## config.mk

```make
export PLATFORM = sky130hd
export DESIGN_NAME = scrolling_multiplexed_char_display_flat
export DESIGN_NICKNAME = d
export VERILOG_FILES = /design/src/rtl/smcd_pkg.sv /design/src/rtl/smcd_if.sv /design/src/rtl/scrolling_multiplexed_char_display.sv /design/src/rtl/smcd_msg_store.sv /design/src/flat_wrapper.sv
export VERILOG_INCLUDE_DIRS = /design/src /design/src/rtl
export SDC_FILE = /design/constraint.sdc
export NUM_CORES = 1
export LEC_CHECK = 0
export BUFFER_PORTS_ARGS = -buffer_cell sky130_fd_sc_hd__buf_4
export CORE_ASPECT_RATIO = 0.6
export CORE_UTILIZATION = 50
export DETAILED_ROUTE_END_ITERATION = 10
export PLACE_DENSITY = 0.76
export REMOVE_ABC_BUFFERS = 1
export SLEW_MARGIN = 20
export SYNTH_ARGS = -nofsm -noshare
export SYNTH_HDL_FRONTEND = slang
export SYNTH_HIERARCHICAL = 1
export SYNTH_SLANG_ARGS = --single-unit
export TNS_END_PERCENT = 1
```

## constraint.sdc

```tcl
create_clock -name clk -period 6.21 [get_ports clk]
set_input_delay 0.3105 -clock clk [delete_from_list [all_inputs] [get_ports clk]]
set_output_delay 0.3105 -clock clk [all_outputs]
set_load 0.03 [all_outputs]
```

## src/rtl/scrolling_multiplexed_char_display_macros.svh

```systemverilog
// ----------------------------------------------------------------------------
// Scrolling character display assertion macros
// Shared concurrent assertion forms used by the display top level.
// ----------------------------------------------------------------------------
`ifndef SCROLLING_MULTIPLEXED_CHAR_DISPLAY_MACROS_SVH
`define SCROLLING_MULTIPLEXED_CHAR_DISPLAY_MACROS_SVH

// Consequent checked in the same cycle as the antecedent.
`define SMCD_ASSERT_SAME(lbl, clk, rst_n, ante, cons, msg) \
	lbl: assert property (@(posedge clk) disable iff (!rst_n) (ante) |-> (cons)) \
		else $error(msg);

// Consequent checked in the cycle after the antecedent.
`define SMCD_ASSERT_NEXT(lbl, clk, rst_n, ante, cons, msg) \
	lbl: assert property (@(posedge clk) disable iff (!rst_n) (ante) |=> (cons)) \
		else $error(msg);

`endif

```

## src/rtl/smcd_pkg.sv

```systemverilog
// ----------------------------------------------------------------------------
// Scrolling character display package
// Field widths, request codes and shared types of the display block.
// ----------------------------------------------------------------------------
package smcd_pkg;

	localparam int FUNC_W   = 2;
	localparam int CIDX_W   = 7;
	localparam int CHAR_W   = 8;
	localparam int LEN_W    = 8;
	localparam int BRIGHT_W = 3;
	localparam int DIGIT_W  = 2;

	localparam logic [CHAR_W-1:0] SPACE_CODE = 8'd32;

	typedef enum logic [FUNC_W-1:0] {
		FUNC_REFRESH = 2'd0,
		FUNC_SCROLL  = 2'd1,
		FUNC_WRITE   = 2'd2,
		FUNC_START   = 2'd3
	} func_t;

	typedef struct packed {
		logic wr_en;
		logic rd_en;
	} store_ctl_t;

endpackage

```

## src/rtl/smcd_if.sv

```systemverilog
// ----------------------------------------------------------------------------
// Scrolling character display channels
// Request, result and brightness write channels with valid and ready.
// ----------------------------------------------------------------------------
interface smcd_in_if import smcd_pkg::*; ();
	logic              valid;
	logic              ready;
	logic [FUNC_W-1:0] func;
	logic [CIDX_W-1:0] char_index;
	logic [CHAR_W-1:0] char_code;
	logic [LEN_W-1:0]  message_length;
	logic              moving;

	modport source (output valid, func, char_index, char_code, message_length, moving,
		input ready);
	modport sink (input valid, func, char_index, char_code, message_length, moving,
		output ready);
endinterface

interface smcd_out_if import smcd_pkg::*; ();
	logic               valid;
	logic               ready;
	logic [DIGIT_W-1:0] digit;
	logic [CHAR_W-1:0]  symbol;

	modport source (output valid, digit, symbol, input ready);
	modport sink (input valid, digit, symbol, output ready);
endinterface

interface smcd_cfg_if import smcd_pkg::*; ();
	logic                valid;
	logic                ready;
	logic [BRIGHT_W-1:0] brightness;

	modport source (output valid, brightness, input ready);
	modport sink (input valid, brightness, output ready);
endinterface

```

## src/rtl/scrolling_multiplexed_char_display.sv

```systemverilog
// ----------------------------------------------------------------------------
// Scrolling multiplexed character display
// Stores a message and emits a digit and character per refresh request that produces a result.
// ----------------------------------------------------------------------------
// A refresh request that produces a result is registered with the message store
// read, then held in the output register. One request is accepted every cycle
// unless a result is stalled; the single store read port serves it.
// Reset clears all counters, the message length and moving flag, and sets
// the brightness to full; the message store is not cleared.
module scrolling_multiplexed_char_display
	import smcd_pkg::*;
#(
	parameter int DIGITS    = 4,
	parameter int LEVELS    = 4,
	parameter int MSG_DEPTH = 128
) (
	input  logic       clk,
	input  logic       arst_n,
	smcd_in_if.sink    req,
	smcd_out_if.source rsp,
	smcd_cfg_if.sink   cfg
);

`include "scrolling_multiplexed_char_display_macros.svh"

	localparam int AW     = $clog2(MSG_DEPTH);
	localparam int POS_W  = $clog2(DIGITS);
	localparam int DUTY_W = $clog2(LEVELS);
	localparam int BR_W   = $clog2(LEVELS + 1);
	localparam int IDX_W  = $clog2(255 + 2 * DIGITS + 1) + 1;

	logic signed [IDX_W-1:0] index_q;
	logic [POS_W-1:0]        pos_q;
	logic [DUTY_W-1:0]       duty_q;
	logic [LEN_W-1:0]        len_q;
	logic [LEN_W-1:0]        base_q;
	logic                    moving_q;
	logic [BR_W-1:0]         bright_q;

	logic               valid_s1;
	logic               mem_s1;
	logic [POS_W-1:0]   digit_s1;
	logic               out_valid_q;
	logic [DIGIT_W-1:0] digit_q;
	logic [CHAR_W-1:0]  symbol_q;

	func_t                   func_w;
	logic                    acc;
	logic                    out_free;
	logic [DUTY_W:0]         next_duty;
	logic                    wrap;
	logic signed [IDX_W-1:0] limit;
	logic signed [IDX_W-1:0] idx_inc;
	logic signed [IDX_W-1:0] idx_a;
	logic [POS_W:0]          pos_inc;
	logic [POS_W-1:0]        pos_a;
	logic                    in_msg;
	logic                    restart;
	logic [LEN_W:0]          addr_sum;
	logic                    addr_ok;
	logic                    emit;
	logic                    emit_mem;
	logic [POS_W-1:0]        emit_digit;
	logic [LEN_W-1:0]        len_sat;
	store_ctl_t              store_ctl;
	logic [CHAR_W-1:0]       rd_data;

	assign func_w   = func_t'(req.func);
	assign out_free = !out_valid_q || rsp.ready;
	assign req.ready = !valid_s1 || out_free;
	assign acc      = req.valid && req.ready;
	assign cfg.ready = 1'b1;

	assign rsp.valid  = out_valid_q;
	assign rsp.digit  = digit_q;
	assign rsp.symbol = symbol_q;

	always_comb begin
		next_duty = {1'b0, duty_q} + 1'b1;
		wrap      = (32'(next_duty) == LEVELS);
		limit     = $signed(IDX_W'(len_q)) + $signed(IDX_W'(DIGITS));
		idx_inc   = index_q + $signed(IDX_W'(1));
		pos_inc   = {1'b0, pos_q} + 1'b1;
		if (32'(pos_inc) >= DIGITS) begin
			idx_a = idx_inc - $signed(IDX_W'(DIGITS));
			pos_a = '0;
		end else begin
			idx_a = idx_inc;
			pos_a = pos_inc[POS_W-1:0];
		end
		in_msg   = !idx_a[IDX_W-1] && (idx_a < $signed(IDX_W'(len_q)));
		restart  = !idx_a[IDX_W-1] && !in_msg && (idx_a >= limit);
		addr_sum = {1'b0, base_q} + {1'b0, LEN_W'(idx_a)};
		addr_ok  = (32'(addr_sum) < MSG_DEPTH);
		if (wrap) begin
			emit       = 1'b1;
			emit_mem   = in_msg && addr_ok;
			emit_digit = pos_a;
		end else begin
			emit       = (32'(next_duty) >= 32'(bright_q));
			emit_mem   = 1'b0;
			emit_digit = pos_q;
		end
		if (32'(req.message_length) > MSG_DEPTH) begin
			len_sat = LEN_W'(MSG_DEPTH);
		end else begin
			len_sat = req.message_length;
		end
		store_ctl.wr_en = acc && (func_w == FUNC_WRITE) && (32'(req.char_index) < MSG_DEPTH);
		store_ctl.rd_en = acc && (func_w == FUNC_REFRESH) && emit_mem;
	end

	smcd_msg_store #(
		.DEPTH(MSG_DEPTH)
	) u_store (
		.clk    (clk),
		.ctl    (store_ctl),
		.wr_addr(AW'(req.char_index)),
		.wr_data(req.char_code),
		.rd_addr(AW'(addr_sum)),
		.rd_data(rd_data)
	);

	always_ff @(posedge clk or negedge arst_n) begin
		if (!arst_n) begin
			bright_q <= BR_W'(LEVELS);
		end else if (cfg.valid && cfg.ready) begin
			if (cfg.brightness != '0 && 32'(cfg.brightness) <= LEVELS) begin
				bright_q <= BR_W'(cfg.brightness);
			end
		end
	end

	always_ff @(posedge clk or negedge arst_n) begin
		if (!arst_n) begin
			index_q  <= '0;
			pos_q    <= '0;
			duty_q   <= '0;
			len_q    <= '0;
			base_q   <= '0;
			moving_q <= 1'b0;
		end else if (acc) begin
			case (func_w)
				FUNC_START: begin
					index_q <= '0;
					if (req.moving) begin
						moving_q <= 1'b1;
						base_q   <= '0;
						len_q    <= len_sat;
						pos_q    <= POS_W'(DIGITS - 1);
					end else begin
						moving_q <= 1'b0;
						pos_q    <= '0;
						if (32'(len_sat) > DIGITS) begin
							base_q <= len_sat - LEN_W'(DIGITS);
							len_q  <= LEN_W'(DIGITS);
						end else begin
							base_q <= '0;
							len_q  <= len_sat;
						end
					end
				end
				FUNC_SCROLL: begin
					if (moving_q && index_q < limit) begin
						index_q <= idx_inc;
					end
				end
				FUNC_REFRESH: begin
					if (wrap) begin
						duty_q <= '0;
						if (restart) begin
							index_q <= '0;
							pos_q   <= POS_W'(DIGITS - 1);
						end else begin
							index_q <= idx_a;
							pos_q   <= pos_a;
						end
					end else begin
						duty_q <= next_duty[DUTY_W-1:0];
					end
				end
				default: begin
				end
			endcase
		end
	end

	always_ff @(posedge clk or negedge arst_n) begin
		if (!arst_n) begin
			valid_s1 <= 1'b0;
		end else if (acc) begin
			valid_s1 <= (func_w == FUNC_REFRESH) && emit;
		end else if (out_free) begin
			valid_s1 <= 1'b0;
		end
	end

	always_ff @(posedge clk) begin
		if (acc) begin
			mem_s1   <= emit_mem;
			digit_s1 <= emit_digit;
		end
	end

	always_ff @(posedge clk or negedge arst_n) begin
		if (!arst_n) begin
			out_valid_q <= 1'b0;
		end else if (out_free) begin
			out_valid_q <= valid_s1;
		end
	end

	always_ff @(posedge clk) begin
		if (out_free && valid_s1) begin
			digit_q  <= DIGIT_W'(digit_s1);
			symbol_q <= mem_s1 ? rd_data : SPACE_CODE;
		end
	end

	`SMCD_ASSERT_NEXT(a_wrap_emits, clk, arst_n, acc && func_w == FUNC_REFRESH && wrap, valid_s1, "digit wrap produced no result")
	`SMCD_ASSERT_NEXT(a_s1_holds, clk, arst_n, valid_s1 && !out_free, valid_s1 && $stable(digit_s1) && $stable(mem_s1), "stalled result changed")
	`SMCD_ASSERT_NEXT(a_static_scroll, clk, arst_n, acc && func_w == FUNC_SCROLL && !moving_q, $stable(index_q), "scroll moved a static message")

endmodule

```

## src/rtl/smcd_msg_store.sv

```systemverilog
// ----------------------------------------------------------------------------
// Message store
// Single write port, single read port with registered read data.
// ----------------------------------------------------------------------------
module smcd_msg_store
	import smcd_pkg::*;
#(
	parameter int DEPTH = 128
) (
	input  logic                     clk,
	input  store_ctl_t               ctl,
	input  logic [$clog2(DEPTH)-1:0] wr_addr,
	input  logic [CHAR_W-1:0]        wr_data,
	input  logic [$clog2(DEPTH)-1:0] rd_addr,
	output logic [CHAR_W-1:0]        rd_data
);

	logic [CHAR_W-1:0] mem [DEPTH];

	always_ff @(posedge clk) begin
		if (ctl.wr_en) begin
			mem[wr_addr] <= wr_data;
		end
		if (ctl.rd_en) begin
			rd_data <= mem[rd_addr];
		end
	end

endmodule
```

## src/flat_wrapper.sv

```systemverilog
// flat-port wrapper written by rule: the top's interface ports become plain ports
module scrolling_multiplexed_char_display_flat import smcd_pkg::*;
#(
	parameter int DIGITS    = 4,
	parameter int LEVELS    = 4,
	parameter int MSG_DEPTH = 128
)
  (clk, arst_n, req_valid, req_func, req_char_index, req_char_code, req_message_length, req_moving, req_ready, rsp_valid, rsp_digit, rsp_symbol, rsp_ready, cfg_valid, cfg_brightness, cfg_ready);
  smcd_in_if req_i ();
  smcd_out_if rsp_i ();
  smcd_cfg_if cfg_i ();
  input  logic clk;
  input  logic arst_n;
  input wire logic [$bits(req_i.valid)-1:0] req_valid;
  input wire logic [$bits(req_i.func)-1:0] req_func;
  input wire logic [$bits(req_i.char_index)-1:0] req_char_index;
  input wire logic [$bits(req_i.char_code)-1:0] req_char_code;
  input wire logic [$bits(req_i.message_length)-1:0] req_message_length;
  input wire logic [$bits(req_i.moving)-1:0] req_moving;
  output wire logic [$bits(req_i.ready)-1:0] req_ready;
  output wire logic [$bits(rsp_i.valid)-1:0] rsp_valid;
  output wire logic [$bits(rsp_i.digit)-1:0] rsp_digit;
  output wire logic [$bits(rsp_i.symbol)-1:0] rsp_symbol;
  input wire logic [$bits(rsp_i.ready)-1:0] rsp_ready;
  input wire logic [$bits(cfg_i.valid)-1:0] cfg_valid;
  input wire logic [$bits(cfg_i.brightness)-1:0] cfg_brightness;
  output wire logic [$bits(cfg_i.ready)-1:0] cfg_ready;
  assign req_i.valid = req_valid;
  assign req_i.func = req_func;
  assign req_i.char_index = req_char_index;
  assign req_i.char_code = req_char_code;
  assign req_i.message_length = req_message_length;
  assign req_i.moving = req_moving;
  assign req_ready = req_i.ready;
  assign rsp_valid = rsp_i.valid;
  assign rsp_digit = rsp_i.digit;
  assign rsp_symbol = rsp_i.symbol;
  assign rsp_i.ready = rsp_ready;
  assign cfg_i.valid = cfg_valid;
  assign cfg_i.brightness = cfg_brightness;
  assign cfg_ready = cfg_i.ready;
  scrolling_multiplexed_char_display #(.DIGITS(DIGITS), .LEVELS(LEVELS), .MSG_DEPTH(MSG_DEPTH)) u_core (.clk(clk), .arst_n(arst_n), .req(req_i), .rsp(rsp_i), .cfg(cfg_i));
endmodule
```

Yosys cells after proc, flatten, opt, wreduce, memory -nomap -nowiden
Memories as Yosys holds them, arrays and structs flattened. A register that Yosys moved wholly into a read port is not among the register bits.
Cells that the tools add are included.
- add/sub/neg operators: 7
- multipliers: 0
- div/mod/pow operators: 0
- magnitude comparators: 9
- eq/ne operators: 6
- shifts and indexed selects: 0
- mux-type cells: 24
- bitwise gates (word level): 0
- reductions and logical operators: 28
- operators with widths (operator ; number):
    $mux W10 ; 4
    $mux W8 ; 5
    $pmux W10 S3 ; 1
    $logic_and A1 B1 Y1 ; 12
    $mux W2 ; 6
    $add A10 B2 Y10 const B ; 1
    $ge A10 B10 Y1 ; 1
    $lt A10 B10 Y1 ; 1
    $lt A10 B9 Y1 ; 1
    $sub A10 B4 Y10 const B ; 1
    $add A8 B3 Y9 const B ; 1
    $add A8 B8 Y9 ; 1
    $lt A9 B8 Y1 const B ; 1
    $gt A8 B3 Y1 const B ; 1
    $gt A8 B8 Y1 const B ; 1
    $sub A8 B3 Y8 const B ; 1
    $mux W1 ; 7
    $add A2 B1 Y3 const B ; 2
    $reduce_and A2 Y1 ; 3
    $reduce_bool A3 Y1 ; 2
    $eq A2 B2 Y1 const B ; 2
    $logic_not A1 Y1 ; 4
    $ne A2 B1 Y1 const B ; 2
    $pmux W2 S2 ; 1
    10 further kinds ; 12
- bits in registers: 49
- bits in latches: 0
- memory bits (writable): 1024
- bits in read-only memories: 0
- input port bits: 34
- output and inout bits: 13
- memories: 1
- memories (name ; depth ; bits a word ; read ports ; clocked after Yosys merged registers in ; write ports ; line ; RTL):
    u_core.u_store.mem ; 128 ; 8 ; 1 ; 1 ; 1 ; smcd_msg_store.sv:18 ; logic [CHAR_W-1:0] mem [DEPTH];

Logic depth before layout (Yosys ltp)
Gate-level depths: netlist of run 1.
- word-level depth: 11
- depth in mapped cells: 17
- depth with buffers taken out: 16

By module
Netlist of run 1, hierarchy kept.
- by module, submodules not included (module ; instances ; cells each ; area an instance (µm²) ; sequential area each (µm²)):
    smcd_msg_store ; 1 ; 1635 ; 39745.6 ; 30989.7
    scrolling_multiplexed_char_display ; 1 ; 436 ; 3961.3 ; 1292.5

Worst setup path before layout of run 1
No wires, ideal clock.
- kind: register to register
- start point: register u_core.index_q[0]
- end point: register u_core.u_store.rd_data[0] (read register of u_core.u_store.mem) (data pin)
- arrival: 3.975 ns
- path slack: 1.975 ns
- stages on the path, launching flop included: 13
- buffers on the path: 3
- clock period less this slack: 4.235 ns
- path through: dfrtp_1 > ha_1 > buf_2 > xnor2_1 > xnor2_1 > ha_1 > xor2_1 > buf_1 > buf_1 > mux4_2 > mux4_2 > mux4_2 > mux2_2
- longest elaborated chain between the ends: 8
- RTL lines (what ; line ; RTL):
    start: declaration ; scrolling_multiplexed_char_display.sv:32 ; logic signed [IDX_W-1:0] index_q;
    start signal: assignment ; scrolling_multiplexed_char_display.sv:165 ; index_q <= idx_inc;
    start signal: assignment ; scrolling_multiplexed_char_display.sv:175 ; index_q <= idx_a;
    $add A10 B2 Y10 * ; scrolling_multiplexed_char_display.sv:82 ; idx_inc = index_q + $signed(IDX_W'(1));
    $sub A10 B4 Y10 ; scrolling_multiplexed_char_display.sv:85 ; idx_a = idx_inc - $signed(IDX_W'(DIGITS));
    $mux W10 * ; scrolling_multiplexed_char_display.sv:84 ; if (32'(pos_inc) >= DIGITS) begin
    $add A8 B8 Y9 * ; scrolling_multiplexed_char_display.sv:93 ; addr_sum = {1'b0, base_q} + {1'b0, LEN_W'(idx_a)};
    named net u_core.addr_sum[2] ; scrolling_multiplexed_char_display.sv:59 ; logic [LEN_W:0] addr_sum;
    $lt A9 B8 Y1 ; scrolling_multiplexed_char_display.sv:94 ; addr_ok = (32'(addr_sum) < MSG_DEPTH);
    $logic_and A1 B1 Y1 ; scrolling_multiplexed_char_display.sv:97 ; emit_mem = in_msg && addr_ok;
    $mux W1 ; scrolling_multiplexed_char_display.sv:95 ; if (wrap) begin
    $logic_and A1 B1 Y1 ; scrolling_multiplexed_char_display.sv:110 ; store_ctl.rd_en = acc && (func_w == FUNC_REFRESH) && emit_mem;
    end: declaration ; smcd_msg_store.sv:15 ; output logic [CHAR_W-1:0] rd_data
The timed path passes the listed nets; every way through them passes the cells marked *.
A chain may end at the register's enable or synchronous reset.

Worst setup path in the final report of run 1
- start point: register u_core.index_q[2]
- end point: register u_core.u_store.rd_data[1] (read register of u_core.u_store.mem) (data pin)
The elaborated chain is that of the path after synthesis.

==> results of run 1 <==
==> power groups by stage <==
stage               registers (mW)  clock network [mW]  logic (mW)
floorplan                     8.38                   0        5.68
global placement              8.41                   0        10.4
detailed placement            8.42                   0        10.5
CTS                           8.26                5.61        10.6
global route                  8.28                5.86        11.1
finish                        8.27                5.53        10.6
==> timing repair <==
item,in CTS,in global routing
hold buffers,21,0
hold endpoints to repair,64,0
endpoints found under the setup margin,0,0
==> path summary, 6_finish.rpt <==
kind / slack (ns) / end / depth (start not counted)
max in group asynchronous: 5.67 / u_core/bright_q[2] / 2
setup / recovery: 1.27 / u_core/u_store/rd_data[1] / 13
hold reg to reg: 0.43 / u_core/rsp.digit[1] / 0
hold / removal: 0.05 / u_core/bright_q[1] / 5
setup reg to reg: 1.27 / u_core/u_store/rd_data[1] / 13
min in group asynchronous: 0.18 / u_core/valid_s1 / 2
==> routing by layer <==
layer	wire length [microns]	vias to the layer above
li1	-	8770
met1	42030	11490
met2	44960	1433
met3	13090	154
met4	1901	6
met5	125	-
==> sequential cells by signal, indices dropped and copies added (netlist names) <==
signal,count
u_core/mem_s1,1
u_core/valid_s1,1
u_core/rsp.symbol,8
u_core/rsp.digit,2
u_core/duty_q,2
u_core/base_q,8
u_core/u_store/rd_data,8
u_core/pos_q,2
u_core/len_q,8
u_core/rsp.valid,1
u_core/moving_q,1
u_core/index_q,10
u_core/u_store/mem,1024
u_core/bright_q,3
u_core/digit_s1,2
==> worst min-delay path: cells and delay by family <==
| kind | cells | cell delay, ns |
|---|---|---|
| and+or+nand+nor | 3 | 0.18 |
| xor gates and xnor gates | 1 | 0.07 |
| buffers and inverters | 1 | 0.11 |
==> Yosys cell counts (3+ instances only) <==
master,instances
buf_1,18
nor2b_1,12
nor3_1,25
clkbuf_1,53
nand3_1,28
and2_1,9
nand2_1,55
xor2_1,8
nor3b_1,4
nand2b_1,14
nor2_1,148
and3_1,3
and4_1,3
o21ai_0,21
o31ai_1,10
or3_1,5
o211ai_1,3
a31oi_1,3
nor4_1,3
o21a_1,3
mux4_2,336
o22ai_1,3
a21oi_1,24
ha_1,42
o21bai_1,3
a21o_1,5
edfxtp_1,1045
inv_1,23
buf_2,22
nand4_1,6
mux2_2,13
dfrtp_1,35
xnor2_1,21
buf_4,14
==> logic make-up (layout without fill, tap and decap cells) <==
kind of cell             after synthesis  count (layout)
buffers and inverters                131             284
XOR/XNOR                              29              29
adder cells (fa/ha/maj)               43              43
AND/OR/NAND/NOR                      331             331
flip-flops                          1081            1081
other                                  1               1
multiplexers                         351             351
AO/OA/AOI/OAI                        104             104
==> layout make-up <==
class / count / area, sq um / area share, %
Sequential cell: 1081 / 32280 / 66.52
Multi-Input combinational cell: 859 / 10970 / 22.60
Clock buffer: 112 / 2399 / 4.943
Tap cell: 1147 / 1435 / 2.957
Timing Repair Buffer: 99 / 924.6 / 1.905
Clock inverter: 50 / 430.4 / 0.8870
Inverter: 23 / 86.33 / 0.1779
==> key figures, run 1 <==
Outcome
  • Outcome: finished with violations
  • Failing checks: design-rule violations

Synthesis
  • Synth Cell Area: about 0.044 sq mm
  • Synth Area in Compound Gates: roughly 1.7%
  • Post-Synth XOR/XNOR Area: 0.5811%
  • Netlist cell types: 73
  • Ranking of synthesized cells by area: edfxtp_1, mux4_2, dfrtp_1
  • Synth warn: 6
  • Largest family of logic cells by synthesized area: multiplexers
  • Multiplexer area fraction after synthesis: between 10% and 20%
  • Async SR Flop Fraction: under 10%
  • Avg Cell Area, Syn: approximately 21 sq um
  • Syn Inst Count: between 2000 and 2500
  • Dominant synthesized flop cell: edfxtp_1
  • Number of flops mapped to enable cells by yosys: about 1000
  • Synth Area in Adders: under 10%
  • Cell taking the most area after synthesis: edfxtp_1
  • Synth Register Bits: 1081
  • Post-synthesis simple-gate area fraction: about 3.6%
  • Top cell type's share of synthesized area: a little under three quarters
  • Post-synthesis sequential area ratio: ~74%

Global route
  • Vias in the first global route: approximately 21000
  • GR Util met2: between 30 and 40%
  • Initial antenna violation count: 4
  • Met3 GRT Util: under 10%
  • Busiest grt layer: met1
  • Largest net degree at the start of global routing: roughly 120
  • Total track usage: 23.49%
  • GRT overflow: 0
  • GR Util met1: 36.63%
  • First-pass GRT wire length: ~150000 microns

Cells and area
  • Fillers: about 6100
  • Layout cells sized above 1: between 20% and 30%
  • Commonest non-fill, non-tap cell in the layout: edfxtp_1
  • Final nets: 2231
  • Finished Layout Cells: about 3400
  • Most frequent cells in the layout: edfxtp_1, mux4_2, nor2_1
  • Fin util: between 50% and 60%
  • Synth-to-layout area growth: 11.03%
  • N_diodes: 0
  • Final instance area: around 0.049 sq mm

STA
  • Hold Vio Cnt, Final: 0
  • Final hold slack: approximately 0.052 ns
  • Slew margin rel.: approximately a fifth
  • Worst Clk Skew: about 0.022 ns
  • Setup ws final: about 1.3 ns
  • Worst-Margin Slew: around 1.2 ns
  • Fmax achieved: 202.4 MHz
  • Fin. max-slew vios: 0
  • Final setup fails: 0
  • RSZ-0062 raised after global routing: false
  • Final period utilization: 79.56%
  • Period minus WS final: just under 5 ns
  • Setup TNS: 0 ns

Pwr
  • Total power draw: 24.44 mW
  • PwrDens: 503.6 mW/mm^2
  • Seq pwr share: about 34%
  • Pint: 16.20 mW
  • Logic pwr share: 43.5%
  • Psw: just over 8 mW
  • Sw Share: between 30% and 40%
  • Clock Power Share: between 20% and 30%
  • Leakage: 15.21 nW
  • Max VDD drop: between 0.001 and 0.0015 V

Worst setup path
  • Bufs and invs on worst path: 2
  • CP max stage cell: dfrtp_1
  • Crit Reg-Reg Startpoint: u_core/index_q[2]
  • Worst endpoint required time: roughly 6.6 ns
  • CP Launch Point: u_core/index_q[2]
  • Max FO, Critical Path: 64
  • Critical Path AT: ~5.3 ns
  • Kind of critical path: reg -> reg
  • Crit path largest cell delay: 0.65 ns
  • CP startpoint kind: register
  • Setup crit end kind: register
  • Worst path cell trace: and3_1 > xnor2_1 > ha_1 > mux2i_1 > ha_1 > inv_1 > nor2_1 > nor2_1 > xnor2_2 > buf_12 > mux4_2 > mux4_2 > mux2_2
  • CP top delay family: multiplexers

Clock network
  • CTS max path bufs: 3
  • Post-CTS Setup Inserts: 0
  • H-tree levels: 3
  • CTS tree: done
  • Clk pin slew, worst setup/hold paths: 0.07 ns
  • Resized Gates After CTS: 0
  • Clk sinks: 1081
  • Clk_lat worst skew: 0.65 ns
  • Clock Tree Root: clkbuf_16
  • Num CTS Buffers: 90

Floorplanning
  • Starting Density: between 50% and 60%
  • Die H: roughly 230 microns
  • Core ar.: roughly 0.086 sq mm
  • Ports: 47
  • # rows: 83
  • Die area: just under 0.09 sq mm
  • Die X: around 380 microns

Place
  • RD Place Congestion: roughly 0.95
  • Post-placement cell count: around 3200
  • Post-place setup slack: between 1 and 1.5 ns
  • Port buffer count: 45
  • Placed inst area: between 0.04 and 0.05 sq mm
  • DP HPWL: 63500 microns

Worst hold path
  • Hold Crit Class: in -> reg
  • Hold Startpoint: cfg_brightness[2]

Route
  • # DRC: 2
  • Routed wire length: roughly 100000 microns
  • Vias per std cell: about 6.5
  • Drt pass-1 iters: 8
  • Final antenna-violating net count: 0
  • DR WL/cell: slightly above 30 microns
  • Vias: around 22000
  • DRT iter0 DRCs: around 2800

Flow run
  • Max-cap viol count: 0
No activity file was read; power rests on OpenSTA's default activity.
==> inputs of run 2 (changes only) <==
--- a/config.mk
+++ b/config.mk
@@ -10,7 +10,7 @@
 export CORE_ASPECT_RATIO = 0.6
 export CORE_UTILIZATION = 50
 export DETAILED_ROUTE_END_ITERATION = 10
-export PLACE_DENSITY = 0.76
+export PLACE_DENSITY = 0.79
 export REMOVE_ABC_BUFFERS = 1
 export SLEW_MARGIN = 20
 export SYNTH_ARGS = -nofsm -noshare
==> constraint.sdc (replaced) <==
create_clock -name clk -period 4.1 [get_ports clk]
set_input_delay 0.205 -clock clk [delete_from_list [all_inputs] [get_ports clk]]
set_output_delay 0.205 -clock clk [all_outputs]
set_load 0.03 [all_outputs]
==> key figures, run 2 (synthesized netlist as in run 1, its figures left out) <==
Worst setup path
  • Worst endpoint required time: 4.53 ns (was 6.61 ns)
  • Max FO, Critical Path: 5 (was 64)
  • Crit Reg-Reg Startpoint: u_core/index_q[0] (was u_core/index_q[2])
  • CP startpoint kind: register (unchanged)
  • Critical Path AT: 4.65 ns (was 5.34 ns)
  • Kind of critical path: reg -> reg (unchanged)
  • Setup crit end kind: register (unchanged)
  • R2R Setup Slk: -0.12 ns (was 1.27 ns)
  • Cells on worst reg2reg path: 17 (was 13)
  • Reg-to-Reg End: u_core/u_store/rd_data[3] (was u_core/u_store/rd_data[1])

Global route
  • Total track usage: 25.60% (was 23.49%)
  • First-pass GRT wire length: 161700 microns (was 149800 microns)
  • Largest net degree at the start of global routing: 95 (was 117)
  • Initial antenna violation count: 6 (was 4)
  • GRT overflow: 0 (unchanged)
  • Vias in the first global route: 22890 (was 21420)

Place
  • RD Place Congestion: 0.9510 (was 0.9483)
  • Placed inst area: 0.04676 sq mm (was 0.04548 sq mm)
  • Port buffer count: 45 (unchanged)
  • Post-placement cell count: 3336 (was 3188)
  • DP HPWL: 70150 microns (was 63500 microns)

Cells and area
  • Commonest non-fill, non-tap cell in the layout: edfxtp_1 (unchanged)
  • Final instance area: 0.05079 sq mm (was 0.04853 sq mm)
  • Top Registers: u_core/u_store/mem (1024), u_core/index_q (10) (unchanged)
  • Max reg flops: 1024 (unchanged)
  • Finished Layout Cells: 3571 (was 3371)
  • Layout cells sized above 1: 31.94% (was 26.71%)
  • Most frequent cells in the layout: edfxtp_1, mux4_2, buf_4 (was edfxtp_1, mux4_2, nor2_1)
  • Final nets: 2423 (was 2231)
  • Largest Register: u_core/u_store/mem (unchanged)
  • Fin util: 59.06% (was 56.43%)
  • Synth-to-layout area growth: 16.20% (was 11.03%)

STA
  • Fin. max-slew vios: 0 (unchanged)
  • Worst-Margin Slew: 1.160 ns (was 1.195 ns)
  • Setup TNS: -0.6578 ns (was 0 ns)
  • Fmax achieved: 237.1 MHz (was 202.4 MHz)
  • Slew margin rel.: 22.68% (was 19.89%)
  • Hold Vio Cnt, Final: 0 (unchanged)
  • Setup ws final: -0.1173 ns (was 1.269 ns)
  • Worst Clk Skew: 0.02404 ns (was 0.02242 ns)
  • Final setup fails: 8 (was 0)
  • Period minus WS final: 4.217 ns (was 4.941 ns)
  • Final period utilization: 102.9% (was 79.56%)
  • RSZ-0062 raised after global routing: true (was false)

Clock network
  • CTS max path bufs: 3 (unchanged)
  • Clk sinks: 1081 (unchanged)
  • Clk pin slew, worst setup/hold paths: 0.07 ns (about the same)
  • Clock Tree Root: clkbuf_16 (unchanged)
  • H-tree levels: 3 (unchanged)
  • Clk_lat worst skew: 0.68 ns (was 0.65 ns)
  • Num CTS Buffers: 96 (was 90)
  • CTS tree: done (unchanged)

Route
  • Vias per std cell: 6.551 (was 6.481)
  • Final antenna-violating net count: 0 (unchanged)
  • DRT iter0 DRCs: 3711 (was 2815)
  • # DRC: 4 (was 2)
  • Drt pass-1 iters: 9 (was 8)
  • Vias: 23390 (was 21850)
  • DR WL/cell: 31.77 microns (was 30.29 microns)
  • Routed wire length: 113500 microns (was 102100 microns)

Pwr
  • PwrDens: 814.6 mW/mm^2 (was 503.6 mW/mm^2)
  • Max VDD drop: 0.0004456 V (was 0.001074 V)
  • Total power draw: 41.37 mW (was 24.44 mW)
  • Leakage: 16.44 nW (was 15.21 nW)

Floorplanning
  • # rows: 83 (unchanged)
  • Core ar.: 0.08599 sq mm (unchanged)
  • Die X: 383.7 microns (unchanged)
  • Ports: 47 (unchanged)
  • Die area: 0.08864 sq mm (unchanged)
  • Die H: 231.0 microns (unchanged)
  • Starting Density: 50.83% (unchanged)

Flow run
  • Max-cap viol count: 0 (unchanged)

Outcome
  • Failing checks: design-rule violations, negative setup slack (was design-rule violations)
  • Outcome: finished with violations (unchanged)

Worst hold path
  • Hold Crit Class: in -> async (was in -> reg)
==> run 2: changes by cell type in the layout (fill, tap and decap cells not counted), moves of 5 or more <==
cell	change
nor3_2	-5
clkbuf_16	+12
buf_6	+6
clkinv_2	-8
ha_1	-5
buf_16	+7
nor3_1	+5
clkbuf_1	+9
clkinv_1	+8
buf_12	+22
buf_4	+137
dlygate4sd3_1	+9
==> run 2: power by group <==
group	internal [mW]	switching (mW)
Clock	4.86	3.99
Combinational	9.92	10.1
Sequential	12.3	0.168
Total	27.1	14.3
==> run 2: worst max-delay path by stage <==
stage,from,endpoint,cells after the start
after CTS,u_core/index_q[1],u_core/u_store/rd_data[7],16
final,u_core/index_q[0],u_core/u_store/rd_data[3],17
after floorplan,u_core/index_q[0],u_core/u_store/rd_data[0],9
after detailed placement,u_core/index_q[0],u_core/u_store/rd_data[7],12
after global placement,u_core/index_q[0],u_core/u_store/rd_data[7],12
after global routing,u_core/index_q[0],u_core/u_store/rd_data[3],17
==> run 2: what timing repair did <==
action / CTS / global route
gates resized for setup: 18 / 29
hold buffers: 30 / 0
setup endpoints to repair: 8 / 27
endpoints found under the hold margin: 63 / 0
buffers inserted: 15 / 8
gates cloned: 4 / 5
pin swaps: 7 / 10
==> run 2: layout make-up <==
class / instances / area (sq um)
antenna: 1 / 2.502
clock buffer: 128 / 2608
clock inverter: 47 / 410.4
fill: 5885 / 35200
inverter: 23 / 86.33
multi-input combinational: 859 / 11090
sequential: 1081 / 32280
tap: 1147 / 1435
timing repair buffer: 285 / 2869
==> run 2: metrics by stage <==
stage                     setup slack, ns  hold slack (ns)
after floorplan                    -11.53         -0.09059
after global placement            -0.1194           0.1922
after detailed placement          -0.1447           0.2061
after CTS                       0.0001865          0.02549
after global routing              -0.1432          0.06701
final                             -0.1173          0.04381
==> run 2: worst max-delay path: stages, from the launching register on <==
cell	delay (ns)
dfrtp_2	0.47
buf_6	0.14
and3_4	0.19
xnor2_4	0.21
ha_4	0.16
nand2_2	0.06
xnor2_1	0.25
xnor2_1	0.20
inv_1	0.14
ha_4	0.28
xnor2_4	0.18
buf_12	0.15
buf_12	0.13
buf_16	0.14
buf_12	0.13
mux4_2	0.35
mux4_2	0.48
mux2_4	0.28
==> run 2: per-layer routing <==
layer  vias up  track usage [%]  wire [microns]
met3       166            8.042           17470
met2      1841            36.61           50280
met5         -                0              41
met4         6            5.204            2181
met1     12220            38.95           43490
li1       9157                -               -
